### src/rtl/tclp_pkg.sv
`default_nettype none
// ----------------------------------------------------------------------------
// tclp_pkg
// Shared types and constants of the text command line parser.
// ----------------------------------------------------------------------------
package tclp_pkg;

  localparam int PeriodBits = 16;
  localparam int MagW       = PeriodBits;
  localparam int AccW       = MagW + 4;
  localparam int PerExtW    = MagW + 1;
  localparam int OutPerW    = 17;
  localparam int WideW      = (PerExtW > OutPerW) ? PerExtW : OutPerW;

  localparam int ByteW      = 8;
  localparam int LenW       = 4;
  localparam int HeadLen    = 7;
  localparam int HeadIdxW   = 3;
  localparam int CfgIdxW    = 4;
  localparam int CfgDataW   = 16;

  localparam logic [LenW-1:0] LenSat = LenW'(8);

  localparam logic [ByteW-1:0] AsciiNul   = 8'h00;
  localparam logic [ByteW-1:0] AsciiEot   = 8'h04;
  localparam logic [ByteW-1:0] AsciiTab   = 8'h09;
  localparam logic [ByteW-1:0] AsciiLf    = 8'h0A;
  localparam logic [ByteW-1:0] AsciiCr    = 8'h0D;
  localparam logic [ByteW-1:0] AsciiSpace = 8'h20;
  localparam logic [ByteW-1:0] AsciiPlus  = 8'h2B;
  localparam logic [ByteW-1:0] AsciiMinus = 8'h2D;
  localparam logic [ByteW-1:0] AsciiZero  = 8'h30;
  localparam logic [ByteW-1:0] AsciiNine  = 8'h39;

  localparam logic [23:0] WordOff   = "OFF";
  localparam logic [31:0] WordStop  = "STOP";
  localparam logic [39:0] WordStart = "START";
  localparam logic [55:0] WordScf   = "SCALE=F";
  localparam logic [55:0] WordScc   = "SCALE=C";
  localparam logic [55:0] WordPer   = "PERIOD=";

  typedef enum logic [2:0] {
    CmdOther  = 3'd0,
    CmdOff    = 3'd1,
    CmdStop   = 3'd2,
    CmdStart  = 3'd3,
    CmdScaleF = 3'd4,
    CmdScaleC = 3'd5,
    CmdPeriod = 3'd6
  } cmd_e;

  typedef enum logic [CfgIdxW-1:0] {
    RegInitialPeriod     = 4'd0,
    RegInitialFahrenheit = 4'd1
  } reg_idx_e;

  typedef enum logic [2:0] {
    PhSkip   = 3'b001,
    PhDigits = 3'b010,
    PhDone   = 3'b100
  } phase_e;

  typedef struct packed {
    logic en;
    logic newline;
  } line_step_t;

  typedef struct packed {
    logic take;
    logic clear;
  } num_step_t;

endpackage : tclp_pkg
`default_nettype wire

### src/rtl/tclp_byte_if.sv
`default_nettype none
// ----------------------------------------------------------------------------
// tclp_byte_if
// Byte stream channel: one text byte per beat.
// ----------------------------------------------------------------------------
interface tclp_byte_if;
  import tclp_pkg::*;

  logic             valid;
  logic             ready;
  logic [ByteW-1:0] char_byte;

  modport source (output valid, output char_byte, input ready);
  modport sink   (input valid, input char_byte, output ready);
endinterface : tclp_byte_if
`default_nettype wire

### src/rtl/tclp_result_if.sv
`default_nettype none
// ----------------------------------------------------------------------------
// tclp_result_if
// Result channel: one parsed line per beat.
// ----------------------------------------------------------------------------
interface tclp_result_if;
  import tclp_pkg::*;

  logic                      valid;
  logic                      ready;
  logic [2:0]                command_code;
  logic signed [OutPerW-1:0] period_value;
  logic                      running;
  logic                      fahrenheit;

  modport source (output valid, output command_code, output period_value,
                  output running, output fahrenheit, input ready);
  modport sink   (input valid, input command_code, input period_value,
                  input running, input fahrenheit, output ready);
endinterface : tclp_result_if
`default_nettype wire

### src/rtl/tclp_cfg_if.sv
`default_nettype none
// ----------------------------------------------------------------------------
// tclp_cfg_if
// Configuration write channel: register index and data per beat.
// ----------------------------------------------------------------------------
interface tclp_cfg_if;
  import tclp_pkg::*;

  logic                valid;
  logic                ready;
  logic [CfgIdxW-1:0]  index;
  logic [CfgDataW-1:0] data;

  modport source (output valid, output index, output data, input ready);
  modport sink   (input valid, input index, input data, output ready);
endinterface : tclp_cfg_if
`default_nettype wire

### src/rtl/tclp_line.sv
`default_nettype none
// ----------------------------------------------------------------------------
// tclp_line
// Line length and head byte capture, keyword classification at newline.
// ----------------------------------------------------------------------------
module tclp_line
  import tclp_pkg::*;
(
  input  wire logic             clk_i,
  input  wire logic             rst_ni,
  input  wire line_step_t       step_i,
  input  wire logic [ByteW-1:0] byte_i,
  output      num_step_t        num_step_o,
  output      cmd_e             cmd_o
);

  logic [LenW-1:0]  len_q, len_d;
  logic [ByteW-1:0] head_q [HeadLen];
  logic             discard;
  logic             head_wr;
  logic [55:0]      head7;

  assign discard = (len_q == '0) && ((byte_i == AsciiNul) || (byte_i == AsciiEot));
  assign head_wr = step_i.en && !step_i.newline && !discard && (len_q < LenW'(HeadLen));

  always_comb begin
    len_d = len_q;
    if (step_i.en) begin
      if (step_i.newline) begin
        len_d = '0;
      end else if (!discard && (len_q < LenSat)) begin
        len_d = len_q + LenW'(1);
      end
    end
  end

  always_ff @(posedge clk_i or negedge rst_ni) begin
    if (!rst_ni) begin
      len_q <= '0;
    end else begin
      len_q <= len_d;
    end
  end

  always_ff @(posedge clk_i) begin
    if (head_wr) begin
      head_q[len_q[HeadIdxW-1:0]] <= byte_i;
    end
  end

  assign num_step_o.take  = step_i.en && !step_i.newline && (len_q >= LenW'(HeadLen));
  assign num_step_o.clear = step_i.en && step_i.newline;

  assign head7 = {head_q[0], head_q[1], head_q[2], head_q[3],
                  head_q[4], head_q[5], head_q[6]};

  always_comb begin
    cmd_o = CmdOther;
    unique case (len_q)
      LenW'(3): if (head7[55:32] == WordOff)   cmd_o = CmdOff;
      LenW'(4): if (head7[55:24] == WordStop)  cmd_o = CmdStop;
      LenW'(5): if (head7[55:16] == WordStart) cmd_o = CmdStart;
      LenW'(7): begin
        if (head7 == WordScf) begin
          cmd_o = CmdScaleF;
        end else if (head7 == WordScc) begin
          cmd_o = CmdScaleC;
        end
      end
      LenSat: if (head7 == WordPer) cmd_o = CmdPeriod;
      default: cmd_o = CmdOther;
    endcase
  end

endmodule : tclp_line
`default_nettype wire

### src/rtl/tclp_number.sv
`default_nettype none
// ----------------------------------------------------------------------------
// tclp_number
// Decimal number reader: whitespace skip, sign, saturating digit accumulate.
// ----------------------------------------------------------------------------
module tclp_number
  import tclp_pkg::*;
(
  input  wire logic             clk_i,
  input  wire logic             rst_ni,
  input  wire num_step_t        step_i,
  input  wire logic [ByteW-1:0] byte_i,
  output      logic             neg_o,
  output      logic [MagW-1:0]  mag_o
);

  localparam logic [AccW-1:0] MagMax = AccW'({MagW{1'b1}});

  phase_e          phase_q, phase_d;
  logic            neg_q, neg_d;
  logic [MagW-1:0] mag_q, mag_d;
  logic            is_ws, is_sign, is_digit, digit_path;
  logic [AccW-1:0] acc;

  assign is_ws    = (byte_i == AsciiSpace) || ((byte_i >= AsciiTab) && (byte_i <= AsciiCr));
  assign is_sign  = (byte_i == AsciiPlus) || (byte_i == AsciiMinus);
  assign is_digit = (byte_i >= AsciiZero) && (byte_i <= AsciiNine);

  // times ten as shift and add
  assign acc = ({4'd0, mag_q} << 3) + ({4'd0, mag_q} << 1) + AccW'(byte_i - AsciiZero);

  assign digit_path = (phase_q == PhDigits) || ((phase_q == PhSkip) && !is_ws && !is_sign);

  always_comb begin
    phase_d = phase_q;
    neg_d   = neg_q;
    mag_d   = mag_q;
    if (step_i.clear) begin
      phase_d = PhSkip;
      neg_d   = 1'b0;
      mag_d   = '0;
    end else if (step_i.take) begin
      if (digit_path) begin
        if (is_digit) begin
          phase_d = PhDigits;
          mag_d   = (acc > MagMax) ? MagMax[MagW-1:0] : acc[MagW-1:0];
        end else begin
          phase_d = PhDone;
        end
      end else if ((phase_q == PhSkip) && is_sign) begin
        phase_d = PhDigits;
        neg_d   = (byte_i == AsciiMinus);
      end
    end
  end

  always_ff @(posedge clk_i or negedge rst_ni) begin
    if (!rst_ni) begin
      phase_q <= PhSkip;
      neg_q   <= 1'b0;
      mag_q   <= '0;
    end else begin
      phase_q <= phase_d;
      neg_q   <= neg_d;
      mag_q   <= mag_d;
    end
  end

  assign neg_o = neg_q;
  assign mag_o = mag_q;

endmodule : tclp_number
`default_nettype wire

### src/rtl/text_command_line_parser.sv
`default_nettype none
// ----------------------------------------------------------------------------
// text_command_line_parser
// Line command parser: input beat register, line/number trackers, result reg.
// ----------------------------------------------------------------------------
// A newline beat gives its result beat through the input register, then the
// result register. One byte beat per cycle is taken, but a newline beat stalls
// while the result register holds a beat that is not yet accepted.
// Reset: asynchronous, active low; period 1, running, Fahrenheit, line empty.
// After OFF every byte is taken and dropped until reset.
// ----------------------------------------------------------------------------
module text_command_line_parser
  import tclp_pkg::*;
(
  input  wire logic   clk_i,
  input  wire logic   rst_ni,
  tclp_byte_if.sink   char_i,
  tclp_cfg_if.sink    cfg_i,
  tclp_result_if.source result_o
);

  logic                      in_valid_q;
  logic [ByteW-1:0]          in_byte_q;
  logic                      newline, emit, out_free, fire;

  logic signed [OutPerW-1:0] period_q, period_d;
  logic                      run_q, run_d;
  logic                      scale_q, scale_d;
  logic                      halted_q;

  logic                      out_valid_q;
  cmd_e                      out_cmd_q;
  logic signed [OutPerW-1:0] out_period_q;
  logic                      out_run_q;
  logic                      out_scale_q;

  line_step_t                line_step;
  num_step_t                 num_step;
  cmd_e                      cmd;
  logic                      num_neg;
  logic [MagW-1:0]           num_mag;
  logic signed [PerExtW-1:0] sval;
  logic signed [WideW-1:0]   swide;

  assign newline  = (in_byte_q == AsciiLf);
  assign emit     = newline && !halted_q;
  assign out_free = !out_valid_q || result_o.ready;
  assign fire     = in_valid_q && (!emit || out_free);

  assign char_i.ready = !in_valid_q || fire;
  assign cfg_i.ready  = 1'b1;

  always_ff @(posedge clk_i or negedge rst_ni) begin
    if (!rst_ni) begin
      in_valid_q <= 1'b0;
    end else if (char_i.ready) begin
      in_valid_q <= char_i.valid;
    end
  end

  always_ff @(posedge clk_i) begin
    if (char_i.ready && char_i.valid) begin
      in_byte_q <= char_i.char_byte;
    end
  end

  assign line_step.en      = fire && !halted_q;
  assign line_step.newline = newline;

  tclp_line u_line (
    .clk_i      (clk_i),
    .rst_ni     (rst_ni),
    .step_i     (line_step),
    .byte_i     (in_byte_q),
    .num_step_o (num_step),
    .cmd_o      (cmd)
  );

  tclp_number u_number (
    .clk_i  (clk_i),
    .rst_ni (rst_ni),
    .step_i (num_step),
    .byte_i (in_byte_q),
    .neg_o  (num_neg),
    .mag_o  (num_mag)
  );

  assign sval  = num_neg ? -signed'({1'b0, num_mag}) : signed'({1'b0, num_mag});
  assign swide = WideW'(sval);

  always_comb begin
    period_d = period_q;
    run_d    = run_q;
    scale_d  = scale_q;
    unique case (cmd)
      CmdStop:   run_d    = 1'b0;
      CmdStart:  run_d    = 1'b1;
      CmdScaleF: scale_d  = 1'b1;
      CmdScaleC: scale_d  = 1'b0;
      CmdPeriod: period_d = swide[OutPerW-1:0];
      default: ;
    endcase
  end

  always_ff @(posedge clk_i or negedge rst_ni) begin
    if (!rst_ni) begin
      period_q <= OutPerW'(1);
      run_q    <= 1'b1;
      scale_q  <= 1'b1;
      halted_q <= 1'b0;
    end else if (cfg_i.valid) begin
      if (cfg_i.index == RegInitialPeriod) begin
        period_q <= {1'b0, cfg_i.data};
      end else if (cfg_i.index == RegInitialFahrenheit) begin
        scale_q <= cfg_i.data[0];
      end
    end else if (fire && emit) begin
      period_q <= period_d;
      run_q    <= run_d;
      scale_q  <= scale_d;
      halted_q <= (cmd == CmdOff);
    end
  end

  always_ff @(posedge clk_i or negedge rst_ni) begin
    if (!rst_ni) begin
      out_valid_q <= 1'b0;
    end else if (fire && emit) begin
      out_valid_q <= 1'b1;
    end else if (result_o.ready) begin
      out_valid_q <= 1'b0;
    end
  end

  always_ff @(posedge clk_i) begin
    if (fire && emit) begin
      out_cmd_q    <= cmd;
      out_period_q <= period_d;
      out_run_q    <= run_d;
      out_scale_q  <= scale_d;
    end
  end

  assign result_o.valid        = out_valid_q;
  assign result_o.command_code = out_cmd_q;
  assign result_o.period_value = out_period_q;
  assign result_o.running      = out_run_q;
  assign result_o.fahrenheit   = out_scale_q;

endmodule : text_command_line_parser
`default_nettype wire
### src/flat_wrapper.sv
// flat-port wrapper written by rule: the top's interface ports become plain ports
module text_command_line_parser_flat import tclp_pkg::*;
  (clk_i, rst_ni, char_i_valid, char_i_char_byte, char_i_ready, cfg_i_valid, cfg_i_index, cfg_i_data, cfg_i_ready, result_o_valid, result_o_command_code, result_o_period_value, result_o_running, result_o_fahrenheit, result_o_ready);
  tclp_byte_if char_i_i ();
  tclp_cfg_if cfg_i_i ();
  tclp_result_if result_o_i ();
  input  wire logic clk_i;
  input  wire logic rst_ni;
  input wire logic [$bits(char_i_i.valid)-1:0] char_i_valid;
  input wire logic [$bits(char_i_i.char_byte)-1:0] char_i_char_byte;
  output wire logic [$bits(char_i_i.ready)-1:0] char_i_ready;
  input wire logic [$bits(cfg_i_i.valid)-1:0] cfg_i_valid;
  input wire logic [$bits(cfg_i_i.index)-1:0] cfg_i_index;
  input wire logic [$bits(cfg_i_i.data)-1:0] cfg_i_data;
  output wire logic [$bits(cfg_i_i.ready)-1:0] cfg_i_ready;
  output wire logic [$bits(result_o_i.valid)-1:0] result_o_valid;
  output wire logic [$bits(result_o_i.command_code)-1:0] result_o_command_code;
  output wire logic [$bits(result_o_i.period_value)-1:0] result_o_period_value;
  output wire logic [$bits(result_o_i.running)-1:0] result_o_running;
  output wire logic [$bits(result_o_i.fahrenheit)-1:0] result_o_fahrenheit;
  input wire logic [$bits(result_o_i.ready)-1:0] result_o_ready;
  assign char_i_i.valid = char_i_valid;
  assign char_i_i.char_byte = char_i_char_byte;
  assign char_i_ready = char_i_i.ready;
  assign cfg_i_i.valid = cfg_i_valid;
  assign cfg_i_i.index = cfg_i_index;
  assign cfg_i_i.data = cfg_i_data;
  assign cfg_i_ready = cfg_i_i.ready;
  assign result_o_valid = result_o_i.valid;
  assign result_o_command_code = result_o_i.command_code;
  assign result_o_period_value = result_o_i.period_value;
  assign result_o_running = result_o_i.running;
  assign result_o_fahrenheit = result_o_i.fahrenheit;
  assign result_o_i.ready = result_o_ready;
  text_command_line_parser u_core (.clk_i(clk_i), .rst_ni(rst_ni), .char_i(char_i_i), .cfg_i(cfg_i_i), .result_o(result_o_i));
endmodule
### config.mk
export PLATFORM = sky130hd
export DESIGN_NAME = text_command_line_parser_flat
export DESIGN_NICKNAME = d
export VERILOG_FILES = /design/src/rtl/tclp_pkg.sv /design/src/rtl/tclp_byte_if.sv /design/src/rtl/tclp_result_if.sv /design/src/rtl/tclp_cfg_if.sv /design/src/rtl/tclp_line.sv /design/src/rtl/tclp_number.sv /design/src/rtl/text_command_line_parser.sv /design/src/flat_wrapper.sv
export SDC_FILE = /design/constraint.sdc
export NUM_CORES = 1
export LEC_CHECK = 0
export BUFFER_PORTS_ARGS = -buffer_cell sky130_fd_sc_hd__buf_2
export CORE_ASPECT_RATIO = 0.6
export CORE_MARGIN = 1.5
export CORE_UTILIZATION = 55
export DETAILED_ROUTE_END_ITERATION = 7
export PLACE_DENSITY_LB_ADDON = 0.3
export SETUP_SLACK_MARGIN = 0.02
export SLEW_MARGIN = 20
export SYNTH_ARGS = -nofsm -noshare
export SYNTH_HDL_FRONTEND = slang
export SYNTH_SLANG_ARGS = --single-unit
### constraint.sdc
create_clock -name clk_i -period 6.9 [get_ports clk_i]
set_clock_uncertainty 0.2 [all_clocks]
set_input_delay 0.345 -clock clk_i [delete_from_list [all_inputs] [get_ports clk_i]]
set_output_delay 0.345 -clock clk_i [all_outputs]
set_load 0.02 [all_outputs]
==> impl_metrics.toml <==
[outcome]
status = "completed"

[logic_synthesis]
yosysWarnings = 0
ys_seq_elements = 132
synth_cell_types = 65
synth_edf_count = 86
synth-main-ff-cell = "edfxtp_1"
yosysSeqAreaShare_pct = 53.2
synth_fp_nets = 675
synthesis.area_um2 = 7030
async_reset_ff_share_pct = 34.8
syn_area_per_cell_um2 = 11.7
synthCells = 599

[clock_network]
clk_latency_ps = 410
cts_tree = "done"
post_cts_buffers = 0
cts-buffers-inserted = 17
cts.reportedPaths.clkPinSlew_ps = 60
cts_resized = 0
htree_levels = 4
clk_path_buf_depth = 2
clkSinkCount = 132
clock-root-buffer = "clkbuf_16"

[global_route]
grt_use_total_pct = 26.6
grt_pass1_wl_um = 26900
grt.busiest_layer = "met1"
grtUsageMet3_pct = 7.88
grt_pass1_vias = 5047
grt_use_met2_pct = 37.3
grt_util_met1_pct = 40.4
antenna_found_initial = 0
grt_max_degree = 47
overflow = 0

[route]
wl_per_cell_um = 20.1
viasPerCell = 6.22
first_pass_iters = 5
drtIter0Drc = 649
drt-total-wl_um = 17100
drc = 0
ant_nets = 0
num_vias = 5277

[finish]
final_cell_mix = "edfxtp_1, buf_2, nand2_1"
area_delta_synth_final_pct = 16.7
fill_cells = 904
fin_nets = 747
instances_no_fill = 849
layout-drive-gt1-share_pct = 18.3
antenna_cells = 0
final_common_cell = "edfxtp_1"

[place]
dp.cells = 807
port_buffers = 56
gp_congestion = 1.02
dp_hpwl_um = 12100

[power_and_ir_drop]
ir_drop_uv = 239
p_per_area_nw_per_um2 = 366
total_power_mw = 3.01
p_leak_nw = 3.38

[worst_setup_path]
cp_data_arrival_time_ps = 4930
cp.required_ps = 6930
reg2reg_to = "u_core.u_number.mag_o[10]$_DFFE_PN0P_"
startpoint_type = "flip-flop"
critical_path_class = "reg2reg"
crit_path_end_kind = "flip-flop"
r2r.worst_path.cells = 12
timing.rr.start = "u_core.in_byte_q[5]$_DFFE_PP_"
worstPathMaxFanout = 15
rrSetupSlack_ps = 2000

[timing]
tightest_slew_ps = 989
fin_tns_setup_ps = 0
hold_violations = 0
fin_crit_sh_pct = 71.0
finalSetupViolations = 0
relSlewSlack_pct = 34.1
post-route-min-period_ps = 4900
drv_slew = 0
rsz0062_at_grt = "no"
clock.fmax_mhz = 204

[die]
die_w_um = 149
initial_core_util_pct = 57.4
die_h_um = 90.6
io_pins = 58
die_area_um2 = 13500
rows = 31
coreArea_um2 = 12300

[hold_path]
whs_path_depth = 3
hold_end = "u_core.period_q[7]$_DFFE_PN0P_"
hold_path_class = "in2reg"
worstHoldStart = "cfg_i_data[7]"

[run]
cap_violations = 0
-- synthesized netlist by cell type, types with 2 or more instances --
| cell | n | share of area, % |
|---|---|---|
| clkbuf_1 | 17 | 0.91 |
| or4_4 | 2 | 0.32 |
| a21o_1 | 12 | 1.3 |
| and3_1 | 4 | 0.36 |
| edfxtp_1 | 86 | 37 |
| o21ai_1 | 2 | 0.14 |
| o21ai_0 | 27 | 1.9 |
| nor3_1 | 16 | 1.1 |
| mux2_4 | 3 | 0.64 |
| nor4b_1 | 2 | 0.25 |
| nand2_1 | 47 | 2.5 |
| nor3b_1 | 5 | 0.53 |
| o21a_1 | 2 | 0.21 |
| or3_1 | 4 | 0.36 |
| nand4b_1 | 5 | 0.62 |
| nand4_1 | 6 | 0.53 |
| nor4_1 | 10 | 0.89 |
| o31ai_1 | 5 | 0.53 |
| a31oi_1 | 13 | 1.2 |
| mux2_2 | 11 | 1.8 |
| and2_1 | 2 | 0.18 |
| fa_1 | 15 | 4.3 |
| dfstp_2 | 4 | 1.5 |
| a31o_2 | 3 | 0.37 |
| xnor2_1 | 23 | 2.9 |
| or4_1 | 5 | 0.53 |
| nor2_1 | 44 | 2.3 |
| mux2i_1 | 19 | 2.7 |
| inv_1 | 20 | 1.1 |
| a21oi_1 | 35 | 2.5 |
| ha_1 | 28 | 5.0 |
| nor4bb_1 | 2 | 0.28 |
| or4bb_1 | 2 | 0.32 |
| nand3_1 | 8 | 0.57 |
| xor2_1 | 12 | 1.5 |
| dfrtp_1 | 42 | 15 |
| or2_2 | 2 | 0.18 |
| and4_1 | 2 | 0.25 |
| o22ai_1 | 7 | 0.62 |
| nor2b_1 | 4 | 0.36 |
| nand2b_1 | 9 | 0.80 |
| a211oi_1 | 3 | 0.32 |
| nand3b_1 | 3 | 0.32 |
| o211ai_1 | 5 | 0.53 |
-- cell families (layout without fill, tap and decap cells) --
logic type / Yosys count / after routing / share of synthesized area [%]
simple gates: 189 / 189 / 14.4
flops: 132 / 132 / 53.2
compound gates: 125 / 125 / 11.0
fa+ha+maj: 43 / 43 / 9.25
buf+inv: 40 / 125 / 2.46
xor+xnor: 35 / 35 / 4.36
mux: 34 / 34 / 5.30
other cells: 1 / 1 / 0.0533
-- worst max-delay path: stages (launching register included) --
cell and delay [ps]:
edfxtp_1 540, ha_1 320, nor3_2 730, fa_1 550, ha_1 390, a21o_1 250, a21o_1 160, o2111ai_1 110
o21ai_0 210, o31a_1 360, xnor2_1 170, and3_1 520, a31oi_1 170
-- how the worst max path moves through the flow --
stage                                   from                               endpoint  slack (ps)
2_1_floorplan  u_core.in_byte_q[5]$_DFFE_PP_  u_core.u_number.mag_o[11]$_DFFE_PN0P_        1980
3_3_place_gp   u_core.in_byte_q[5]$_DFFE_PP_   u_core.u_number.mag_o[5]$_DFFE_PN0P_        2230
3_5_place_dp   u_core.in_byte_q[5]$_DFFE_PP_   u_core.u_number.mag_o[8]$_DFFE_PN0P_        2040
4_1_cts        u_core.in_byte_q[5]$_DFFE_PP_  u_core.u_number.mag_o[10]$_DFFE_PN0P_        2010
5_1_grt        u_core.in_byte_q[5]$_DFFE_PP_   u_core.u_number.mag_o[8]$_DFFE_PN0P_        1660
6_report       u_core.in_byte_q[5]$_DFFE_PP_  u_core.u_number.mag_o[10]$_DFFE_PN0P_        2000
-- area by class of cell --
type                    count  area [µm²]  share of cell area, %
multi-input cells         427        3140                   38.3
inverters                  20        75.1                  0.915
well taps                 165         206                   2.52
repair buffers             73         433                   5.28
flip-flops and latches    132        3740                   45.6
clock buffers              20         467                   5.69
clock inverters            12         141                   1.72
-- state kept, by name, summed over array words and instances, names as in the netlist, 3 cells and up --
name / cells
u_core.in_byte_q: 8
u_core.u_line.head_q: 56
u_core.u_line.len_q: 4
u_core.result_o.command_code: 3
u_core.u_number.phase_q: 3
u_core.result_o.period_value: 17
u_core.u_number.mag_o: 16
u_core.period_q: 17
-- report_power, final --
part           total, mW  switching (mW)  internal, mW
clock              0.922           0.354         0.568
combinational      0.939           0.538         0.401
sequential          1.14           0.179         0.966
total               3.01            1.07          1.94
-- per-layer routing --
layer	routed length [µm]	vias to the layer above
li1	-	2369
met1	7720	2550
met2	7130	322
met3	1980	36
met4	223	0
met5	0	-
-- stage by stage --
step / area, µm² / hold WS (ps) / utilization, % / setup WS [ps]
3_5_place_dp: 7480 / 280 / 61.0 / 2040
2_1_floorplan: 7030 / -151 / - / 1980
4_1_cts: 8190 / 34.1 / 66.8 / 2010
3_3_place_gp: 7480 / 265 / 61.0 / 2230
5_1_grt: 8200 / 48.4 / 66.9 / 1660
6_report: 8200 / 37.2 / 66.9 / 2000
-- timing repair --
action,in CTS,in global routing
endpoints found under the hold margin,51,0
setup endpoints to repair,0,0
hold buffers,10,0
Power figures use the tool's default switching activity.
